### src/sv/sbcp_pkg.sv
// Package for the sub-byte code packer: register indexes, code masks,
// result and state types shared by the packer modules.
// No dependencies.
package sbcp_pkg;

  localparam int CfgIdxW  = 2;
  localparam int CfgDataW = 24;

  // Configuration register indexes.
  localparam logic [CfgIdxW-1:0] RegCodeWidthMode = 2'd0;
  localparam logic [CfgIdxW-1:0] RegCodesPerVector = 2'd1;
  localparam logic [CfgIdxW-1:0] RegTotalVectors  = 2'd2;

  // Code width modes.
  localparam logic [1:0] ModeFour   = 2'd0;
  localparam logic [1:0] ModeFive   = 2'd1;
  localparam logic [1:0] ModeSix    = 2'd2;
  localparam logic [1:0] ModeByte   = 2'd3;

  localparam logic [7:0] MaskFour = 8'h0f;
  localparam logic [7:0] MaskFive = 8'h1f;
  localparam logic [7:0] MaskSix  = 8'h3f;
  localparam logic [7:0] MaskByte = 8'hff;

  // A vector never holds more codes than this.
  localparam logic [16:0] MaxCodes = 17'd65535;

  // Depth of the result queue; one item pushes at most two results.
  localparam int QueueDepth = 3;
  localparam int QueueCntW  = 2;

  typedef struct packed {
    logic [7:0] packed_byte;
    logic       vector_end;
    logic       data_end;
    logic       run_end;
  } result_t;

  typedef struct packed {
    logic [7:0]  acc;
    logic [2:0]  held;
    logic [15:0] code_idx;
    logic [23:0] vec_idx;
  } state_t;

endpackage

### src/sv/sbcp_pack_step.sv
// Combinational packing step: appends one code to the bit accumulator and
// forms up to two output bytes and the next packer state.
// Depends on sbcp_pkg.
module sbcp_pack_step (
  input  logic [7:0]                  code_i,
  input  logic [1:0]                  mode_i,
  input  logic [15:0]                 codes_per_vector_i,
  input  logic [23:0]                 total_vectors_i,
  input  sbcp_pkg::state_t            state_i,
  output logic [1:0]                  num_o,
  output sbcp_pkg::result_t           res0_o,
  output sbcp_pkg::result_t           res1_o,
  output sbcp_pkg::state_t            state_o
);

  logic [7:0]  mask;
  logic [3:0]  width;
  logic [6:0]  held_mask;
  logic [14:0] acc_ext;
  logic [3:0]  total;
  logic        full;
  logic [2:0]  rem_total;
  logic [16:0] next_code;
  logic [24:0] next_vec;
  logic        last_code;
  logic        last_vec;
  logic        two;

  always_comb begin
    case (mode_i)
      sbcp_pkg::ModeFour: begin
        mask  = sbcp_pkg::MaskFour;
        width = 4'd4;
      end
      sbcp_pkg::ModeFive: begin
        mask  = sbcp_pkg::MaskFive;
        width = 4'd5;
      end
      sbcp_pkg::ModeSix: begin
        mask  = sbcp_pkg::MaskSix;
        width = 4'd6;
      end
      default: begin
        mask  = sbcp_pkg::MaskByte;
        width = 4'd8;
      end
    endcase
  end

  assign held_mask = 7'((8'h01 << state_i.held) - 8'h01);
  assign acc_ext   = 15'(state_i.acc[6:0] & held_mask)
                   | (15'(code_i & mask) << state_i.held);
  assign total     = 4'(state_i.held) + width;
  assign full      = total[3];
  // Whether or not a full byte leaves, the bits left over are the low three.
  assign rem_total = total[2:0];

  assign next_code = 17'(state_i.code_idx) + 17'd1;
  assign next_vec  = 25'(state_i.vec_idx) + 25'd1;
  assign last_code = (next_code >= 17'(codes_per_vector_i))
                  || (next_code >= sbcp_pkg::MaxCodes);
  assign last_vec  = next_vec >= 25'(total_vectors_i);
  assign two       = last_code && full && (rem_total != 3'd0);

  always_comb begin
    res0_o.packed_byte = acc_ext[7:0];
    res0_o.vector_end  = last_code && !two;
    res0_o.data_end    = last_code && last_vec && !two;
    res0_o.run_end     = !two;

    res1_o.packed_byte = {1'b0, acc_ext[14:8]};
    res1_o.vector_end  = 1'b1;
    res1_o.data_end    = last_vec;
    res1_o.run_end     = 1'b1;

    if (last_code) begin
      num_o            = two ? 2'd2 : 2'd1;
      state_o.acc      = 8'h00;
      state_o.held     = 3'd0;
      state_o.code_idx = 16'd0;
      state_o.vec_idx  = last_vec ? 24'd0 : next_vec[23:0];
    end else begin
      num_o            = {1'b0, full};
      state_o.acc      = full ? {1'b0, acc_ext[14:8]} : acc_ext[7:0];
      state_o.held     = rem_total;
      state_o.code_idx = next_code[15:0];
      state_o.vec_idx  = state_i.vec_idx;
    end
  end

endmodule

### src/sv/sbcp_out_queue.sv
// Result queue of three entries: takes up to two results per cycle and
// presents the oldest one on a valid/ready channel.
// Depends on sbcp_pkg.
module sbcp_out_queue (
  input  logic                        clk_i,
  input  logic                        rst_ni,
  input  logic [1:0]                  push_num_i,
  input  sbcp_pkg::result_t           push0_i,
  input  sbcp_pkg::result_t           push1_i,
  output logic [sbcp_pkg::QueueCntW-1:0] room_o,
  output logic                        out_valid_o,
  input  logic                        out_ready_i,
  output sbcp_pkg::result_t           out_o
);

  sbcp_pkg::result_t slot_q [sbcp_pkg::QueueDepth];
  sbcp_pkg::result_t slot_d [sbcp_pkg::QueueDepth];
  sbcp_pkg::result_t shifted [sbcp_pkg::QueueDepth];
  logic [sbcp_pkg::QueueCntW-1:0] count_q, count_d;
  logic [sbcp_pkg::QueueCntW-1:0] base;
  logic pop;

  assign pop         = out_valid_o && out_ready_i;
  assign out_valid_o = count_q != '0;
  assign out_o       = slot_q[0];
  assign room_o      = sbcp_pkg::QueueCntW'(sbcp_pkg::QueueDepth) - count_q;
  assign base        = count_q - sbcp_pkg::QueueCntW'(pop);

  always_comb begin
    for (int i = 0; i < sbcp_pkg::QueueDepth; i++) begin
      if (pop && (i < sbcp_pkg::QueueDepth - 1)) begin
        shifted[i] = slot_q[i+1];
      end else begin
        shifted[i] = slot_q[i];
      end
    end
    for (int i = 0; i < sbcp_pkg::QueueDepth; i++) begin
      if ((push_num_i != 2'd0) && (sbcp_pkg::QueueCntW'(i) == base)) begin
        slot_d[i] = push0_i;
      end else if ((push_num_i == 2'd2)
                   && (sbcp_pkg::QueueCntW'(i) == base + 2'd1)) begin
        slot_d[i] = push1_i;
      end else begin
        slot_d[i] = shifted[i];
      end
    end
    count_d = base + push_num_i;
  end

  always_ff @(posedge clk_i or negedge rst_ni) begin
    if (!rst_ni) begin
      count_q <= '0;
    end else begin
      count_q <= count_d;
    end
  end

  always_ff @(posedge clk_i) begin
    slot_q <= slot_d;
  end

endmodule

### src/sv/sub_byte_code_packer_core.sv
// Sub-byte code packer, top level. Packs 4, 5 or 6-bit codes (or raw bytes)
// LSB first into bytes, flushing a partial byte at the end of each vector.
// Depends on sbcp_pkg, sbcp_pack_step and sbcp_out_queue.
//
// Usage:
//   Input channel (in_valid_i/in_ready_o, code_i) carries one code per
//   transaction. Output channel (out_valid_o/out_ready_i) carries one packed
//   byte per transaction with vector_end_o, data_end_o and run_end_o flags.
//   Each code causes zero, one or two bytes. The configuration channel
//   (cfg_valid_i/cfg_ready_o, cfg_index_i, cfg_data_i) writes code width
//   mode, codes per vector and total vectors; it is always ready. The user
//   must see that it is written only while the packer is idle; the block
//   itself does not enforce this. A code is first captured in the input
//   register; once the result queue has room for all of its bytes, they
//   are written into the queue, which offers the oldest. Throughput: one
//   code per cycle while each code yields at most one byte and the queue
//   has room; the output moves one byte per cycle via the three-entry queue.
//   Reset clears the pipeline, the queue, the packing state and restores
//   register defaults (four-bit mode, one code per vector, one vector).
//   When the receiver stalls, results collect in the queue; once it cannot
//   take the next code's bytes, the input register holds and in_ready_o
//   drops.
module sub_byte_code_packer_core (
  input  logic                          clk_i,
  input  logic                          rst_ni,
  input  logic                          cfg_valid_i,
  output logic                          cfg_ready_o,
  input  logic [sbcp_pkg::CfgIdxW-1:0]  cfg_index_i,
  input  logic [sbcp_pkg::CfgDataW-1:0] cfg_data_i,
  input  logic                          in_valid_i,
  output logic                          in_ready_o,
  input  logic [7:0]                    code_i,
  output logic                          out_valid_o,
  input  logic                          out_ready_i,
  output logic [7:0]                    packed_byte_o,
  output logic                          vector_end_o,
  output logic                          data_end_o,
  output logic                          run_end_o
);

  logic [1:0]  mode_q;
  logic [15:0] cpv_q;
  logic [23:0] tv_q;

  logic        in_v_q;
  logic [7:0]  code_q;

  sbcp_pkg::state_t  state_q, state_d;
  sbcp_pkg::result_t res0, res1, out_res;
  logic [1:0] step_num;
  logic [1:0] push_num;
  logic [sbcp_pkg::QueueCntW-1:0] room;
  logic fire;
  logic in_acc;

  assign cfg_ready_o = 1'b1;

  always_ff @(posedge clk_i or negedge rst_ni) begin
    if (!rst_ni) begin
      mode_q <= sbcp_pkg::ModeFour;
      cpv_q  <= 16'd1;
      tv_q   <= 24'd1;
    end else if (cfg_valid_i) begin
      case (cfg_index_i)
        sbcp_pkg::RegCodeWidthMode:  mode_q <= cfg_data_i[1:0];
        sbcp_pkg::RegCodesPerVector: cpv_q  <= cfg_data_i[15:0];
        sbcp_pkg::RegTotalVectors:   tv_q   <= cfg_data_i;
        default: ;
      endcase
    end
  end

  sbcp_pack_step u_step (
    .code_i             (code_q),
    .mode_i             (mode_q),
    .codes_per_vector_i (cpv_q),
    .total_vectors_i    (tv_q),
    .state_i            (state_q),
    .num_o              (step_num),
    .res0_o             (res0),
    .res1_o             (res1),
    .state_o            (state_d)
  );

  // The code leaves the input register only when the queue can hold all
  // of its bytes, so the decision never waits on out_ready_i.
  assign fire       = in_v_q && (step_num <= room);
  assign push_num   = fire ? step_num : 2'd0;
  assign in_ready_o = !in_v_q || fire;
  assign in_acc     = in_valid_i && in_ready_o;

  always_ff @(posedge clk_i or negedge rst_ni) begin
    if (!rst_ni) begin
      in_v_q  <= 1'b0;
      state_q <= '0;
    end else begin
      if (in_acc) begin
        in_v_q <= 1'b1;
      end else if (fire) begin
        in_v_q <= 1'b0;
      end
      if (fire) begin
        state_q <= state_d;
      end
    end
  end

  always_ff @(posedge clk_i) begin
    if (in_acc) begin
      code_q <= code_i;
    end
  end

  sbcp_out_queue u_queue (
    .clk_i       (clk_i),
    .rst_ni      (rst_ni),
    .push_num_i  (push_num),
    .push0_i     (res0),
    .push1_i     (res1),
    .room_o      (room),
    .out_valid_o (out_valid_o),
    .out_ready_i (out_ready_i),
    .out_o       (out_res)
  );

  assign packed_byte_o = out_res.packed_byte;
  assign vector_end_o  = out_res.vector_end;
  assign data_end_o    = out_res.data_end;
  assign run_end_o     = out_res.run_end;

  // Pending bits only exist in the middle of a vector.
  a_held_mid_vector: assert property (@(posedge clk_i) disable iff (!rst_ni)
    (state_q.held != 3'd0) |-> (state_q.code_idx != 16'd0))
    else $error("pending bits at a vector boundary");

  // Accumulator bits above the pending count stay clear.
  a_acc_clean: assert property (@(posedge clk_i) disable iff (!rst_ni)
    (state_q.acc >> state_q.held) == 8'h00)
    else $error("stray accumulator bits");

  // A code held back in the input register keeps its value.
  a_hold_code: assert property (@(posedge clk_i) disable iff (!rst_ni)
    (in_v_q && !fire) |=> (in_v_q && $stable(code_q)))
    else $error("held code lost");

  // The end of the data set is always the end of a vector and of a run.
  a_end_flags: assert property (@(posedge clk_i) disable iff (!rst_ni)
    (out_valid_o && (data_end_o || vector_end_o)) |-> (vector_end_o && run_end_o))
    else $error("inconsistent end flags");

  // The packing state changes only when a code leaves the input register.
  a_state_only_on_fire: assert property (@(posedge clk_i) disable iff (!rst_ni)
    !fire |=> $stable(state_q))
    else $error("state changed without a code");

endmodule
### config.mk
export PLATFORM = sky130hd
export DESIGN_NAME = sub_byte_code_packer_core
export DESIGN_NICKNAME = d
export VERILOG_FILES = /design/src/sv/sbcp_pkg.sv /design/src/sv/sbcp_pack_step.sv /design/src/sv/sbcp_out_queue.sv /design/src/sv/sub_byte_code_packer_core.sv
export SDC_FILE = /design/constraint.sdc
export NUM_CORES = 1
export LEC_CHECK = 0
export BUFFER_PORTS_ARGS = -buffer_cell sky130_fd_sc_hd__buf_2
export CELL_PAD_IN_SITES_DETAIL_PLACEMENT = 1
export CELL_PAD_IN_SITES_GLOBAL_PLACEMENT = 2
export CORE_MARGIN = 1.5
export CORE_UTILIZATION = 40
export CTS_BUF_LIST = sky130_fd_sc_hd__clkbuf_4
export CTS_CLUSTER_SIZE = 40
export DETAILED_ROUTE_END_ITERATION = 8
export GPL_ROUTABILITY_DRIVEN = 0
export PLACE_DENSITY_LB_ADDON = 0.1
export SYNTH_ARGS = -nofsm -noshare
export SYNTH_HDL_FRONTEND = slang
export SYNTH_SLANG_ARGS = --single-unit
export TNS_END_PERCENT = 10
### constraint.sdc
create_clock -name clk_i -period 7.4 [get_ports clk_i]
set_clock_uncertainty 0.1 [all_clocks]
set_input_delay 2.22 -clock clk_i [delete_from_list [all_inputs] [get_ports clk_i]]
set_output_delay 2.22 -clock clk_i [all_outputs]
set_load 0.01 [all_outputs]
Word level (Yosys, flattened, before mapping)
Index checks and enable logic that the tools add are counted.

word-level totals
  word-level logic and storage cells = 99
  input bits = 39
  output and inout bits = 14
  register bits after elaboration = 136

cells by class
  reductions and logical operators = 33
  order comparisons = 4
  equality and inequality tests = 9
  shift-type cells = 2
  mux-type cells = 18
  bitwise gates (word level) = 3
  add/subtract/negate cells = 8

operator list
  operator                                                              count
  2-to-1 mux 11 bit                                                     8
  2-to-1 mux 50 bit                                                     1
  adder 24 x 1 -> 25 bit (second input constant)                        1
  greater-or-equal comparator 25 x 24 -> 1 bit                          1
  2-to-1 mux 24 bit                                                     1
  one-hot mux 8 bit (3 select lines)                                    1
  adder 16 x 1 -> 17 bit (second input constant)                        1
  greater-or-equal comparator 17 x 16 -> 1 bit                          1
  greater-or-equal comparator 17 x 16 -> 1 bit (second input constant)  1
  bitwise OR 7 x 15 -> 15 bit                                           1
  << shifter 15 x 3 -> 15 bit                                           1
  logical AND 1 bit                                                     14
  one-hot mux 4 bit (3 select lines)                                    1
  nonzero test 3 bit                                                    3
  AND 8 bit                                                             1
  logical NOT 2 bit                                                     4
  AND reduction 2 bit                                                   4
  nonzero test 2 bit                                                    4
  AND 7 bit                                                             1
  2-to-1 mux 7 bit                                                      1
  << shifter 1 x 3 -> 7 bit (first input constant)                      1
  subtractor 7 x 1 -> 7 bit (second input constant)                     1
  equality test 2 bit (second input constant)                           3
  2-to-1 mux 2 bit                                                      3
  12 further kinds                                                      18

Longest topological paths before layout
Gate-level depths: netlist of the first run.

  depth after elaboration = 14
  mapped depth = 23
  mapped depth without buffers = 21

By module
From an unflattened synthesis of the first run, not the netlist that was laid out.

unflattened totals
  cell total of the unflattened synthesis = 884
  area total of the unflattened synthesis = 9,096.2 um^2

modules (own cells, without submodules)
  module                     instances  area an instance (um^2)  sequential area each (um^2)  cells an instance
  sub_byte_code_packer_core  1          4,022.6                  2,595.0                      222
  sbcp_pack_step             1          3,144.3                  0.0                          479
  sbcp_out_queue             1          1,929.4                  1,041.0                      183

Worst setup path before layout of the first run
No wires, ideal clock.

  path type = reg-to-output
  start point = reg state_q[24] (netlist bit)
  end point = out in_ready_o
  setup slack = 1.075 ns
  buffers on the path = 1
  data required time = 5.080 ns
  stages on the path, launching flop included = 19
  arrival = 4.005 ns
  cell sequence = dfrtp_1 ha_1 clkbuf_1 nand3_1 or2_2 or3_1 xnor2_1 ha_1 nand4_1 nor2_1 a31oi_1 o31ai_1 o31ai_4 inv_1 ha_1 nor2b_1 o21ai_0 inv_1 nand2_1

on the way
  longest elaborated chain between the ends = 10
  elaborated cells on any way between the ends = 11
  classes of those cells = add/sub (1); order compare (3); mux (2); reduce/logical (5)

ends and longest elaborated chain
  item                                                             RTL line                                    text
  start, declared                                                  sub_byte_code_packer_core.sv:48             sbcp_pkg::state_t state_q, state_d;
  start signal, assigned                                           sub_byte_code_packer_core.sv:103            state_q <= state_d;
  adder 16 x 1 -> 17 bit *                                         sbcp_pack_step.sv:58                        assign next_code = 17'(state_i.code_idx) + 17'd1;
  greater-or-equal comparator 17 x 16 -> 1 bit (on tied branches)  sbcp_pack_step.sv:60, sbcp_pack_step.sv:61
  logical OR 1 bit *                                               sbcp_pack_step.sv:61                        || (next_code >= sbcp_pkg::MaxCodes);
  logical AND 1 bit (2 in a row)                                   sbcp_pack_step.sv:63                        assign two = last_code && full && (rem_total != 3'd0);
  2-to-1 mux 2 bit                                                 sbcp_pack_step.sv:77                        num_o = two ? 2'd2 : 2'd1;
  2-to-1 mux 2 bit *                                               sbcp_pack_step.sv:76                        if (last_code) begin
  less-or-equal comparator 2 bit *                                 sub_byte_code_packer_core.sv:87             assign fire = in_v_q && (step_num <= room);
  logical AND 1 bit *                                              sub_byte_code_packer_core.sv:87
  logical OR 1 bit *                                               sub_byte_code_packer_core.sv:89             assign in_ready_o = !in_v_q || fire;
  end, declared                                                    sub_byte_code_packer_core.sv:31             output logic in_ready_o,

Every way passes the cells marked *; elsewhere a longest branch is shown, timed or not.

Final worst setup path of the first run
  start point = reg state_q[25] (netlist bit)
  end point = out in_ready_o

Same word-level chain as after synthesis.

==> impl_summary.md, run 1 <==
Run status
The run finished with clean final reports.

Yosys
The netlist uses 73 different library cells. The number of warnings printed during yosys synthesis is 0. Summed over its instances, the top area cell type makes up 28.4% of the synthesized netlist area. Sequential elements use 44.0% of the synthesized area. The post-synthesis sequential element count is 136. Synthesis produced a netlist whose cell count is 826.

The most instantiated flip-flop cell in the synthesis netlist is sky130_fd_sc_hd__dfrtp_1. For this run, asynchronously set or reset flops after synthesis account for 69.9%. Of all cell types, the one taking the most synthesized area is sky130_fd_sc_hd__dfrtp_1. Averaged over all synthesized cells, the footprint is 9.93 um^2. The number of enable-type register cells in the synthesized netlist is 41. When the netlist entered floorplanning its net count stood at 916.

Sorting the synthesized cells by area gives the leading types as sky130_fd_sc_hd__dfrtp_1 28%, sky130_fd_sc_hd__edfxtp_1 15%, sky130_fd_sc_hd__ha_1 7.6%. The area of the mapped netlist is 8200 um^2.

Floorplan
The cell row count is 52. The floorplan step defined a die boundary enclosing 21,400 um^2. The chip height is 146 um. The core region is 20,200 um^2. For this configuration, the core starts out at a cell density of 40.7%. 53 I/O pins were placed.

The floorplan die width is 146 um.

STA
Adding up every negative setup slack in the final design gives 0 ns. The setup-violating endpoint count in the final report is 0. Setup repair after global routing left no endpoint under its margin.

Of the available clock period, the critical path in the final layout requires 94.8%. The final max-slew violation count is 0. The final critical-path required period is 7.02 ns. The slew at the pin closest to its max-slew limit is 1.15 ns.

Derived from the worst setup path, the maximum achievable clock frequency is 143 MHz. The total count of hold-check failures in the final report is 0. In this run the tightest slew margin relative to its limit is 22.8%.

Critical path
The highest net fanout along the worst path is 9. The worst setup path is captured at an output port. The arrival time of the worst setup path is 4.70 ns.

The endpoint required time on the critical path is 5.08 ns. The worst register-to-register path has a setup slack of 1.28 ns. The worst setup path is launched from a flip-flop.

The critical path in this run is classified as reg -> out. For the worst flop-to-flop path, the logic depth is 20. In this run the critical register-to-register path is captured at u_queue.out_o[3]. The startpoint identified for the worst register-to-register timing path is state_q[25].

Pwr
For this design the static power due to leakage is 4.05 nW. The final total power is 2.71 mW. VDD sags by at most 0.153 mV.

Dividing total power by cell area gives a power density of 300 nW/um^2.

Global routing
The first global-routing pass estimated 36,400 um of wire. The number of global-route vias before repair was 6,845. The number of antenna violations at the first check in global routing is 1. The remaining global-route overflow is 0. The total routing resource utilization after global routing is 21.7%. The maximum number of pins on one net before global-route repair is 57.

Detailed routing
After detailed routing, the average wire length per cell comes to 19.2 um. The first detailed-routing pass ran for 7 iterations. Wires add up to 22,200 um.

The routed via count divided by cell count is 5.55. The detailed-route via count is 6,429. The total DRC errors in the routed layout is 0. The remaining antenna violation count after routing is 0. The number of violations reported at the end of detailed-routing iteration 0 is 317.

CTS
In this run, post-CTS hold repair placed 0 buffers. TritonCTS built the clock tree. After clock tree synthesis, the clock-pin slew on the worst setup and hold paths is 0.13 ns. In this run the deepest clock path goes through 2 buffers. The number of clock sinks seen by CTS is 136. Counting the buffers created by CTS gives 17. CTS placed an instance of sky130_fd_sc_hd__clkbuf_4 at the clock tree root. The total setup buffers inserted after CTS is 0.

In this run the number of H-tree levels came out at 4. The insertion delay to the later sink of the worst-skew pair is 0.54 ns.

Final layout
The final non-filler cell area is 9040 um^2. After the flow finishes, the layout carries non-filler instances totaling 1,159. The library cell used most frequently in the layout, excluding fill and tap cells, is sky130_fd_sc_hd__nand2_1. Compared with the post-synthesis result, the final layout area differs by 10.2%. The fraction of final layout cells sized beyond drive strength 1 is 19.8%.

The utilization after layout is 44.8%. The top cell types in the final layout, fill and taps aside, are 101 x sky130_fd_sc_hd__nand2_1, 92 x sky130_fd_sc_hd__dfrtp_1, 75 x sky130_fd_sc_hd__inv_1, 50 x sky130_fd_sc_hd__mux2_2, 50 x sky130_fd_sc_hd__buf_2. The final layout contains 965 nets.

Run
Max-cap violations in this run came to 0.

Min path
The end of the worst hold path is state_q[43]. The worst hold path was traced through 2 stages. In this run the most critical hold path is launched from state_q[43].

The class of the tightest hold or removal check is reg -> reg.

Place
The standard cell area after detailed placement is 8750 um^2. The placed wire-length estimate is 16,600 um. The placed cell count is 1,126.

The count of buffers added on input and output ports is 51.
## worst max path at each step
| stage | slack, ns | from | cells past startpoint | end |
|---|---|---|---|---|
| after floorplan | 1.08 | state_q[24] | 18 | in_ready_o |
| after global placement | 0.68 | state_q[24] | 18 | in_ready_o |
| after detailed placement | 0.51 | state_q[24] | 18 | in_ready_o |
| after CTS | 0.05 | state_q[24] | 18 | in_ready_o |
| after global routing | 0.06 | state_q[25] | 18 | in_ready_o |
| final | 0.38 | state_q[25] | 18 | in_ready_o |
## report_power, final
| part | switching (mW) | internal, mW |
|---|---|---|
| clock | 0.303 | 0.168 |
| combinational | 0.689 | 0.418 |
| sequential | 0.149 | 0.985 |
## final cells by class
type	count	area (um^2)
antenna	1	2.50
multi-input combinational	582	4200
inverter	75	282
timing repair buffer	63	348
fill	2313	11100
sequential	136	3610
tap	270	338
clock buffer	17	128
clock inverter	15	128
## cell usage after synthesis, types with 6 or more instances
cell type	number
sky130_fd_sc_hd__xor2_1	17
sky130_fd_sc_hd__inv_1	75
sky130_fd_sc_hd__mux2i_1	16
sky130_fd_sc_hd__a31oi_1	6
sky130_fd_sc_hd__clkbuf_1	27
sky130_fd_sc_hd__a221o_1	8
sky130_fd_sc_hd__xnor2_1	21
sky130_fd_sc_hd__a21o_1	6
sky130_fd_sc_hd__nor3_1	24
sky130_fd_sc_hd__or3_1	7
sky130_fd_sc_hd__nand2_1	101
sky130_fd_sc_hd__mux2_2	50
sky130_fd_sc_hd__and2_1	15
sky130_fd_sc_hd__o21ai_0	40
sky130_fd_sc_hd__dfrtp_1	93
sky130_fd_sc_hd__nor2_1	27
sky130_fd_sc_hd__a31o_2	7
sky130_fd_sc_hd__nand3_1	43
sky130_fd_sc_hd__a21oi_1	28
sky130_fd_sc_hd__nand4_1	10
sky130_fd_sc_hd__a22o_1	6
sky130_fd_sc_hd__ha_1	50
sky130_fd_sc_hd__edfxtp_1	41
sky130_fd_sc_hd__o31ai_1	16
sky130_fd_sc_hd__and3_1	9
## through the flow
step / setup WS, ns / hold slack (ns)
floorplan: 1.08 / 0.338
global placement: 0.677 / 0.354
detailed placement: 0.505 / 0.379
CTS: 0.0457 / 0.409
global route: 0.0588 / 0.435
finish: 0.385 / 0.405
## state kept, by name, indices dropped and copies added, names as in the netlist
| signal | count |
|---|---|
| u_queue.slot_q | 11 |
| code_q | 8 |
| u_queue.out_o | 11 |
| in_v_q | 1 |
| cpv_q | 16 |
| u_queue.shifted | 11 |
| u_queue.count_q | 2 |
| tv_q | 24 |
| state_q | 50 |
| mode_q | 2 |
## worst max-delay path, stage by stage, from the launching register on
cell and delay, ns:
sky130_fd_sc_hd__dfrtp_1 0.50, sky130_fd_sc_hd__ha_4 0.23, sky130_fd_sc_hd__nand3_1 0.11, sky130_fd_sc_hd__or2_2 0.34, sky130_fd_sc_hd__or3_1 0.38, sky130_fd_sc_hd__xnor2_1 0.21, sky130_fd_sc_hd__ha_1 0.30, sky130_fd_sc_hd__nand4_1 0.12
sky130_fd_sc_hd__nor2_1 0.07, sky130_fd_sc_hd__a31oi_2 0.23, sky130_fd_sc_hd__o31ai_2 0.17, sky130_fd_sc_hd__o31ai_4 0.29, sky130_fd_sc_hd__inv_1 0.17, sky130_fd_sc_hd__ha_1 0.32, sky130_fd_sc_hd__nor2b_1 0.13, sky130_fd_sc_hd__o21ai_1 0.23
sky130_fd_sc_hd__inv_1 0.07, sky130_fd_sc_hd__nand2_1 0.10, sky130_fd_sc_hd__buf_2 0.14
## timing repair
action | in CTS | in global routing
setup endpoints to repair | 1 | 1
resized for setup | 2 | 5
gates cloned | 0 | 0
pin swaps | 0 | 0
## layer usage
metal	up-vias	global-route usage [%]	part of all wire (%)
li1	3073	-	-
met1	3191	29.7	47
met2	136	35.4	47
met3	29	3.09	3.5
met4	0	7.27	2.3
met5	-	0	0
## cells by family (layout without fill, tap and decap cells)
kind of cell / count (synthesis) / count (layout) / synth area share [%]
muxes: 66 / 66 / 8.82
AOI/OAI and AO/OA: 162 / 162 / 14.3
xor gates and xnor gates: 38 / 38 / 4.06
buffers and inverters: 108 / 170 / 5.16
DFF: 136 / 136 / 44.0
other: 1 / 2 / 0.0457
adders and majority gates: 51 / 51 / 7.87
and+or+nand+nor: 264 / 264 / 15.7
No activity file was read; power rests on OpenSTA's default activity.
==> run 2, diff against run 1 <==
--- a/config.mk
+++ b/config.mk
@@ -5,12 +5,13 @@
 export SDC_FILE = /design/constraint.sdc
 export NUM_CORES = 1
 export LEC_CHECK = 0
-export BUFFER_PORTS_ARGS = -buffer_cell sky130_fd_sc_hd__buf_2
+export BUFFER_PORTS_ARGS = -buffer_cell sky130_fd_sc_hd__clkbuf_2
 export CELL_PAD_IN_SITES_DETAIL_PLACEMENT = 1
 export CELL_PAD_IN_SITES_GLOBAL_PLACEMENT = 2
 export CORE_MARGIN = 1.5
 export CORE_UTILIZATION = 40
 export CTS_BUF_LIST = sky130_fd_sc_hd__clkbuf_4
+export CTS_CLUSTER_DIAMETER = 60
 export CTS_CLUSTER_SIZE = 40
 export DETAILED_ROUTE_END_ITERATION = 8
 export GPL_ROUTABILITY_DRIVEN = 0
==> impl_summary.md, run 2 (synthesized netlist as in run 1, its figures left out) <==
Run status
Outcome: complete, no violations (unchanged).

Floorplan
The floorplan die width is 146 um (unchanged). The chip height is 146 um (unchanged). The core area is 20,200 um^2 (unchanged).

The floorplan die area is 21,400 um^2 (unchanged). The cell row count is 52 (unchanged). The initial core utilization is 40.7% (unchanged). The number of top-level pins is 53 (unchanged).

STA
The minimum setup slack in the final design came to 0.412 ns (was 0.385 ns). The maximum operating frequency was 143 MHz (about the same). The setup-violating endpoint count in the final report is 0 (unchanged). The period utilization was 94.4% (was 94.8%).

The slew at the pin closest to its max-slew limit is 1.10 ns (was 1.15 ns). The total count of hold-check failures in the final report is 0 (unchanged). The final critical-path required period is 6.99 ns (was 7.02 ns). The tightest slew margin relative to the limit came to 26.7% (was 22.8%). RSZ-0062 raised after global routing: no (unchanged). The final max-slew violation count came to 0 (unchanged).

The post-route setup TNS is 0 ns (unchanged).

Place
The placed wire-length estimate is 16,500 um (was 16,600 um). The pre-CTS setup slack is 0.484 ns (was 0.505 ns). The placed cell count came to 1,126 (unchanged). The number of buffers added on ports was 51 (unchanged).

Final layout
The register bank with the most flops is state_q (unchanged). The fraction of final layout cells sized beyond drive strength 1 is 19.9% (was 19.8%). The flip-flop and latch area was 3610 um^2 (about the same). The total of fill cells in the finished design was 2,316 (was 2,313). The area of combinational cells with multiple inputs is 4200 um^2 (unchanged). The layout-stage area growth over the synthesis result was 11.1% (was 10.2%).

The post-layout net count is 965 (unchanged). The utilization after layout is 45.2% (was 44.8%). Leading cell types in the layout, fill and taps excluded: 101 x sky130_fd_sc_hd__nand2_1, 90 x sky130_fd_sc_hd__dfrtp_1, 75 x sky130_fd_sc_hd__inv_1, 50 x sky130_fd_sc_hd__mux2_2, 50 x sky130_fd_sc_hd__clkbuf_2 (was 101 x sky130_fd_sc_hd__nand2_1, 92 x sky130_fd_sc_hd__dfrtp_1, 75 x sky130_fd_sc_hd__inv_1, 50 x sky130_fd_sc_hd__mux2_2, 50 x sky130_fd_sc_hd__buf_2).

The number of flip-flops under the largest register name is 50 (unchanged). Largest registers in the final layout: state_q (50), tv_q (24), cpv_q (16) (unchanged). The leading cell type in the layout, fill and taps excluded is sky130_fd_sc_hd__nand2_1 (unchanged). The number of standard cells in the final layout excluding fillers was 1,159 (unchanged).

Pwr
The sequential fraction of design power is 40.4% (was 41.8%). The power per unit of standard cell area is 309 nW/um^2 (was 300 nW/um^2). The peak supply drop was 0.138 mV (was 0.153 mV). The switching power is 1.13 mW (was 1.14 mW). The combinational group share of total power is 39.4% (was 40.8%). The power share of the clock group is 20.2% (was 17.4%). The final total power is 2.81 mW (was 2.71 mW). The total internal power was 1.68 mW (was 1.57 mW).

The fraction of power spent switching nets is 40.3% (was 42.1%). The leakage dissipation is 4.08 nW (was 4.05 nW).

Critical path
The arrival time of the worst setup path came to 4.67 ns (was 4.70 ns). The number of gates on the worst path with buffers counted is 18 (unchanged). The startpoint class of the critical path was a flip-flop (unchanged). The type of the worst setup path is reg -> out (unchanged). The endpoint required time on the critical path is 5.08 ns (about the same). The launch instance of the worst register-to-register path is state_q[24] (was state_q[25]).

The longest individual stage delay on the worst path is 0.49 ns (was 0.50 ns). The endpoint of the most critical setup path is in_ready_o (unchanged). The highest net fanout along the worst path is 9 (unchanged). The timing startpoint of the critical path is state_q[24] (was state_q[25]). The combined buffer and inverter count along the critical path is 3 (unchanged).

The top cell family by delay on the critical path is simple AND/OR/NAND/NOR gates (unchanged). The count of cells along the worst register-to-register path was 20 (unchanged). The capturing point of the worst reg2reg path is u_queue.out_o[6] (was u_queue.out_o[3]). Ordered list of cells on the worst path: ha_4 -> nand3_1 -> or2_2 -> or3_1 -> xnor2_1 -> ha_1 -> nand4_1 -> nor2_1 -> a31oi_2 -> o31ai_2 -> o31ai_4 -> inv_1 -> ha_1 -> nor2b_1 -> o21ai_1 -> inv_1 -> nand2_1 -> clkbuf_2 (was ha_4 -> nand3_1 -> or2_2 -> or3_1 -> xnor2_1 -> ha_1 -> nand4_1 -> nor2_1 -> a31oi_2 -> o31ai_2 -> o31ai_4 -> inv_1 -> ha_1 -> nor2b_1 -> o21ai_1 -> inv_1 -> nand2_1 -> buf_2). The setup slack on the worst flop-to-flop path is 1.31 ns (was 1.28 ns). The cell with the largest stage delay on the worst path is sky130_fd_sc_hd__dfrtp_2 (was sky130_fd_sc_hd__dfrtp_1). The kind of capture point of the worst setup path is an output port (unchanged).

Global routing
The maximum number of pins on one net before global-route repair is 56 (was 57). The number of global-route vias before repair was 6,857 (was 6,845). The global-route wire length before repair is 36,600 um (was 36,400 um).

The total routing resource utilization after global routing is 21.8% (was 21.7%). The number of antenna violations at the first check in global routing is 1 (unchanged). The remaining global-route overflow came to 0 (unchanged).

Detailed routing
The number of violations reported at the end of detailed-routing iteration 0 came to 256 (was 317). The final routed wire length divided by cell count came to 19.2 um (about the same). The routed wire length was 22,200 um (about the same). The routed via count divided by cell count is 5.49 (was 5.55). The first-pass iteration count of the detailed router came to 4 (was 7). The detailed-route via count is 6,363 (was 6,429). The total DRC errors in the routed layout is 0 (unchanged). The remaining antenna violation count after routing is 0 (unchanged).

Min path
The number of cells on the worst hold path is 2 (unchanged). The class of the tightest hold or removal check is reg -> reg (unchanged).

CTS
The number of clock sinks seen by CTS is 136 (unchanged). The hold buffer count at cts is 0 (unchanged). The total setup buffers inserted after CTS is 0 (unchanged).

The TritonCTS clock tree was done (unchanged). The total clock buffers created by CTS was 17 (unchanged). The depth of the CTS H-tree is 4 (unchanged). The number of buffers on the longest clock path came to 2 (unchanged).

The insertion delay to the later sink of the worst-skew pair is 0.55 ns (was 0.54 ns). The clock slew at the register clock pins of the worst setup and hold paths is 0.13 ns (about the same). The cell at the root of the clock tree is sky130_fd_sc_hd__clkbuf_4 (unchanged).

Run
The max capacitance violation total is 0 (unchanged).
run 2: how the worst min path moves through the flow:
stage | slack, ns | startpoint | to
2_1_floorplan | 0.34 | state_q[43] | state_q[43]
3_5_place_dp | 0.37 | state_q[43] | state_q[43]
3_3_place_gp | 0.35 | state_q[43] | state_q[43]
4_1_cts | 0.40 | state_q[43] | state_q[43]
6_report | 0.40 | state_q[43] | state_q[43]
5_1_grt | 0.43 | state_q[47] | state_q[47]
run 2: what timing repair did:
| action | in CTS | in global routing |
|---|---|---|
| setup endpoints to repair | 1 | 1 |
| gates resized for setup | 2 | 7 |
| hold endpoints to repair | 0 | 0 |
run 2: power groups by stage:
stage	clock, mW	combinational [mW]	sequential [mW]
6_report	0.569	1.11	1.14
5_1_grt	0.618	1.23	1.16
4_1_cts	0.588	1.11	1.13
3_5_place_dp	0	1.10	1.15
3_3_place_gp	0	1.06	1.14
2_1_floorplan	0	0.795	1.09
run 2: worst register-to-register path, stage by stage (launching register included):
cell and delay [ns]:
sky130_fd_sc_hd__dfrtp_2 0.49, sky130_fd_sc_hd__ha_4 0.22, sky130_fd_sc_hd__nand3_1 0.11, sky130_fd_sc_hd__or2_2 0.35
sky130_fd_sc_hd__or3_1 0.38, sky130_fd_sc_hd__xnor2_1 0.19, sky130_fd_sc_hd__ha_1 0.29, sky130_fd_sc_hd__nand4_1 0.13
sky130_fd_sc_hd__nor2_1 0.08, sky130_fd_sc_hd__a31oi_2 0.24, sky130_fd_sc_hd__o31ai_2 0.17, sky130_fd_sc_hd__o31ai_4 0.28
sky130_fd_sc_hd__inv_1 0.17, sky130_fd_sc_hd__ha_1 0.33, sky130_fd_sc_hd__nor2b_1 0.14, sky130_fd_sc_hd__o21ai_1 0.11
sky130_fd_sc_hd__nand2_1 0.43, sky130_fd_sc_hd__buf_4 0.40, sky130_fd_sc_hd__a31oi_4 0.07, sky130_fd_sc_hd__a22oi_2 0.59
sky130_fd_sc_hd__nand2_1 0.46
run 2: metrics by stage:
| step | hold WS (ns) | area (um^2) |
|---|---|---|
| 2_1_floorplan | 0.338 | 8200 |
| 3_3_place_gp | 0.354 | 8750 |
| 3_5_place_dp | 0.373 | 8750 |
| 4_1_cts | 0.398 | 9080 |
| 5_1_grt | 0.433 | 9110 |
| 6_report | 0.397 | 9110 |
run 2: cell type report:
type | instances | area share [%]
Antenna cell | 1 | 0.0275
Clock buffer | 19 | 1.57
Clock inverter | 13 | 1.96
Inverter | 75 | 3.09
Multi-Input combinational cell | 582 | 46.1
Sequential cell | 136 | 39.7
Tap cell | 270 | 3.71
Timing Repair Buffer | 63 | 3.82
run 2: routing by layer:
layer,up-vias,track usage (%),wire length (um)
met2,100,36.2,10700
met1,3175,29.6,10600
met3,22,3.16,538
li1,3066,-,-
met5,-,0,0
met4,0,6.36,349
==> run 3, diff against run 2 <==
==> constraint.sdc (replaced) <==
create_clock -name clk_i -period 8.2 [get_ports clk_i]
set_clock_uncertainty 0.1 [all_clocks]
set_input_delay 2.46 -clock clk_i [delete_from_list [all_inputs] [get_ports clk_i]]
set_output_delay 2.46 -clock clk_i [all_outputs]
set_load 0.01 [all_outputs]
==> impl_summary.md, run 3 (synthesized netlist as in run 1, its figures left out) <==
STA
The setup-violating endpoint count in the final report is 0 (unchanged). The total count of hold-check failures in the final report is 0 (unchanged). The tightest slew margin relative to the limit was 36.7% (was 26.7%). The slew at the pin closest to its max-slew limit is 0.942 ns (was 1.10 ns). Of the available clock period, the critical path in the final layout requires 95.1%. RSZ-0062 raised after global routing: no (unchanged). The final critical-path required period is 7.80 ns.

The final max-slew violation count is 0 (unchanged). The worst hold slack after final layout is 0.410 ns (was 0.397 ns). The maximum operating frequency is 128 MHz. The post-route setup TNS was 0 ns (unchanged).

Detailed routing
The total DRC errors in the routed layout is 0 (unchanged). The number of violations reported at the end of detailed-routing iteration 0 is 261 (was 256). The final routed wire length divided by cell count is 18.9 um (was 19.2 um). The first-pass iteration count of the detailed router is 5 (was 4). The remaining antenna violation count after routing is 0 (unchanged). The routed wire length came to 21,900 um (was 22,200 um).

The routed via count divided by cell count is 5.54 (was 5.49). The detailed-route via count is 6,413 (was 6,363).

Critical path
The kind of capture point of the worst setup path is an output port (unchanged). The highest net fanout along the worst path is 9 (unchanged). The startpoint class of the critical path is a flip-flop (unchanged). The arrival time of the worst setup path is 5.24 ns (was 4.67 ns). The type of the worst setup path is reg -> out (unchanged).

The endpoint required time on the critical path is 5.64 ns (was 5.08 ns).

Place
The placed wire-length estimate is 16,400 um (was 16,500 um). The placed cell count is 1,124 (was 1,126). The number of buffers added on ports was 51 (unchanged).

The standard cell area after detailed placement was 8740 um^2 (was 8750 um^2).

CTS
The number of clock sinks seen by CTS is 136 (unchanged). The depth of the CTS H-tree came to 4 (unchanged). The insertion delay to the later sink of the worst-skew pair is 0.55 ns (about the same). The number of cells upsized or downsized after cts is 0 (was 2). The clock slew at the register clock pins of the worst setup and hold paths is 0.13 ns (about the same).

The cell at the root of the clock tree is sky130_fd_sc_hd__clkbuf_4 (unchanged). The total clock buffers created by CTS was 17 (unchanged). The hold buffer count at cts is 0 (unchanged). The TritonCTS clock tree was done (unchanged).

The number of buffers on the longest clock path is 2 (unchanged). The total setup buffers inserted after CTS came to 0 (unchanged).

Pwr
The peak supply drop came to 0.114 mV (was 0.138 mV). The power per unit of standard cell area is 280 nW/um^2 (was 309 nW/um^2). The leakage dissipation is 4.09 nW (was 4.08 nW).

Run
The max capacitance violation total is 0 (unchanged).

Floorplan
The chip height came to 146 um (unchanged). The floorplan die width is 146 um (unchanged). The number of top-level pins is 53 (unchanged). The initial core utilization is 40.7% (unchanged). The core area is 20,200 um^2 (unchanged).

The floorplan die area is 21,400 um^2 (unchanged). The cell row count is 52 (unchanged).

Final layout
Largest registers in the final layout: state_q (50), tv_q (24), cpv_q (16) (unchanged). The post-layout net count is 964 (was 965). The number of flip-flops under the largest register name is 50 (unchanged). The total of fill cells in the finished design is 2,307 (was 2,316). The fraction of final layout cells sized beyond drive strength 1 is 19.1% (was 19.9%). The layout-stage area growth over the synthesis result is 11.0% (was 11.1%). The utilization after layout came to 45.1% (was 45.2%).

The register bank with the most flops was state_q (unchanged). The number of standard cells in the final layout excluding fillers came to 1,158 (was 1,159). The final non-filler cell area came to 9100 um^2 (was 9110 um^2). The leading cell type in the layout, fill and taps excluded is sky130_fd_sc_hd__nand2_1 (unchanged). Leading cell types in the layout, fill and taps excluded: 101 x sky130_fd_sc_hd__nand2_1, 93 x sky130_fd_sc_hd__dfrtp_1, 75 x sky130_fd_sc_hd__inv_1 (was 101 x sky130_fd_sc_hd__nand2_1, 90 x sky130_fd_sc_hd__dfrtp_1, 75 x sky130_fd_sc_hd__inv_1, 50 x sky130_fd_sc_hd__mux2_2, 50 x sky130_fd_sc_hd__clkbuf_2).

Min path
The class of the tightest hold or removal check is reg -> reg (unchanged).

Run status
Outcome: complete, no violations (unchanged).

Global routing
The global-route wire length before repair is 36,300 um (was 36,600 um). The total routing resource utilization after global routing is 21.5% (was 21.8%). The maximum number of pins on one net before global-route repair was 56 (unchanged). The remaining global-route overflow came to 0 (unchanged). The number of global-route vias before repair is 6,791 (was 6,857).

The number of antenna violations at the first check in global routing is 1 (unchanged).
run 3: path summary, 6_finish.rpt:
check | startpoint | endpoint | slack (ns) | cells past startpoint
min in group asynchronous | rst_ni | state_q[21] | 1.77 | 1
max in group asynchronous | rst_ni | state_q[39] | 5.00 | 2
min | state_q[49] | state_q[49] | 0.41 | 2
max reg2reg | state_q[24] | u_queue.shifted[0] | 1.55 | 19
min reg2reg | state_q[49] | state_q[49] | 0.41 | 2
max | state_q[24] | in_ready_o | 0.40 | 18
run 3: layer usage:
layer | wire [um] | GRT usage [%] | up-vias
met4 | 442 | 6.67 | 0
met3 | 629 | 3.66 | 25
li1 | - | - | 3072
met1 | 10300 | 29.1 | 3222
met2 | 10500 | 35.3 | 94
met5 | 0 | 0 | -
run 3: cell type report:
type | instances | area, um^2 | share of cell area, %
well taps | 270 | 338 | 3.71
diodes | 1 | 2.50 | 0.0275
flip-flops and latches | 136 | 3610 | 39.7
repair buffers | 62 | 340 | 3.74
inverters | 75 | 282 | 3.09
multi-input cells | 582 | 4170 | 45.8
clock buffers | 18 | 135 | 1.48
clock inverters | 14 | 221 | 2.43
run 3: worst max-delay path, stage by stage (launching register included):
cell	delay (ns)
sky130_fd_sc_hd__dfrtp_1	0.51
sky130_fd_sc_hd__ha_1	0.38
sky130_fd_sc_hd__nand3_1	0.16
sky130_fd_sc_hd__or2_2	0.35
sky130_fd_sc_hd__or3_1	0.38
sky130_fd_sc_hd__xnor2_1	0.21
sky130_fd_sc_hd__ha_1	0.30
sky130_fd_sc_hd__nand4_1	0.13
sky130_fd_sc_hd__nor2_1	0.07
sky130_fd_sc_hd__a31oi_1	0.27
sky130_fd_sc_hd__o31ai_1	0.23
sky130_fd_sc_hd__o31ai_4	0.33
sky130_fd_sc_hd__inv_1	0.22
sky130_fd_sc_hd__ha_1	0.33
sky130_fd_sc_hd__nor2b_1	0.13
sky130_fd_sc_hd__o21ai_0	0.36
sky130_fd_sc_hd__inv_1	0.10
sky130_fd_sc_hd__nand2_1	0.11
sky130_fd_sc_hd__clkbuf_2	0.14
run 3: power by group:
| group | switching (mW) | internal, mW | total [mW] |
|---|---|---|---|
| Combinational | 0.611 | 0.371 | 0.982 |
| Clock | 0.274 | 0.279 | 0.552 |
| Sequential | 0.130 | 0.888 | 1.02 |
run 3: metrics by stage:
step | worst slack, ns | total power, mW
global placement | 0.983 | 1.98
detailed placement | 0.785 | 2.02
finish | 0.400 | 2.55
floorplan | 1.64 | 1.70
global route | 0.00107 | 2.74
CTS | 0.134 | 2.59
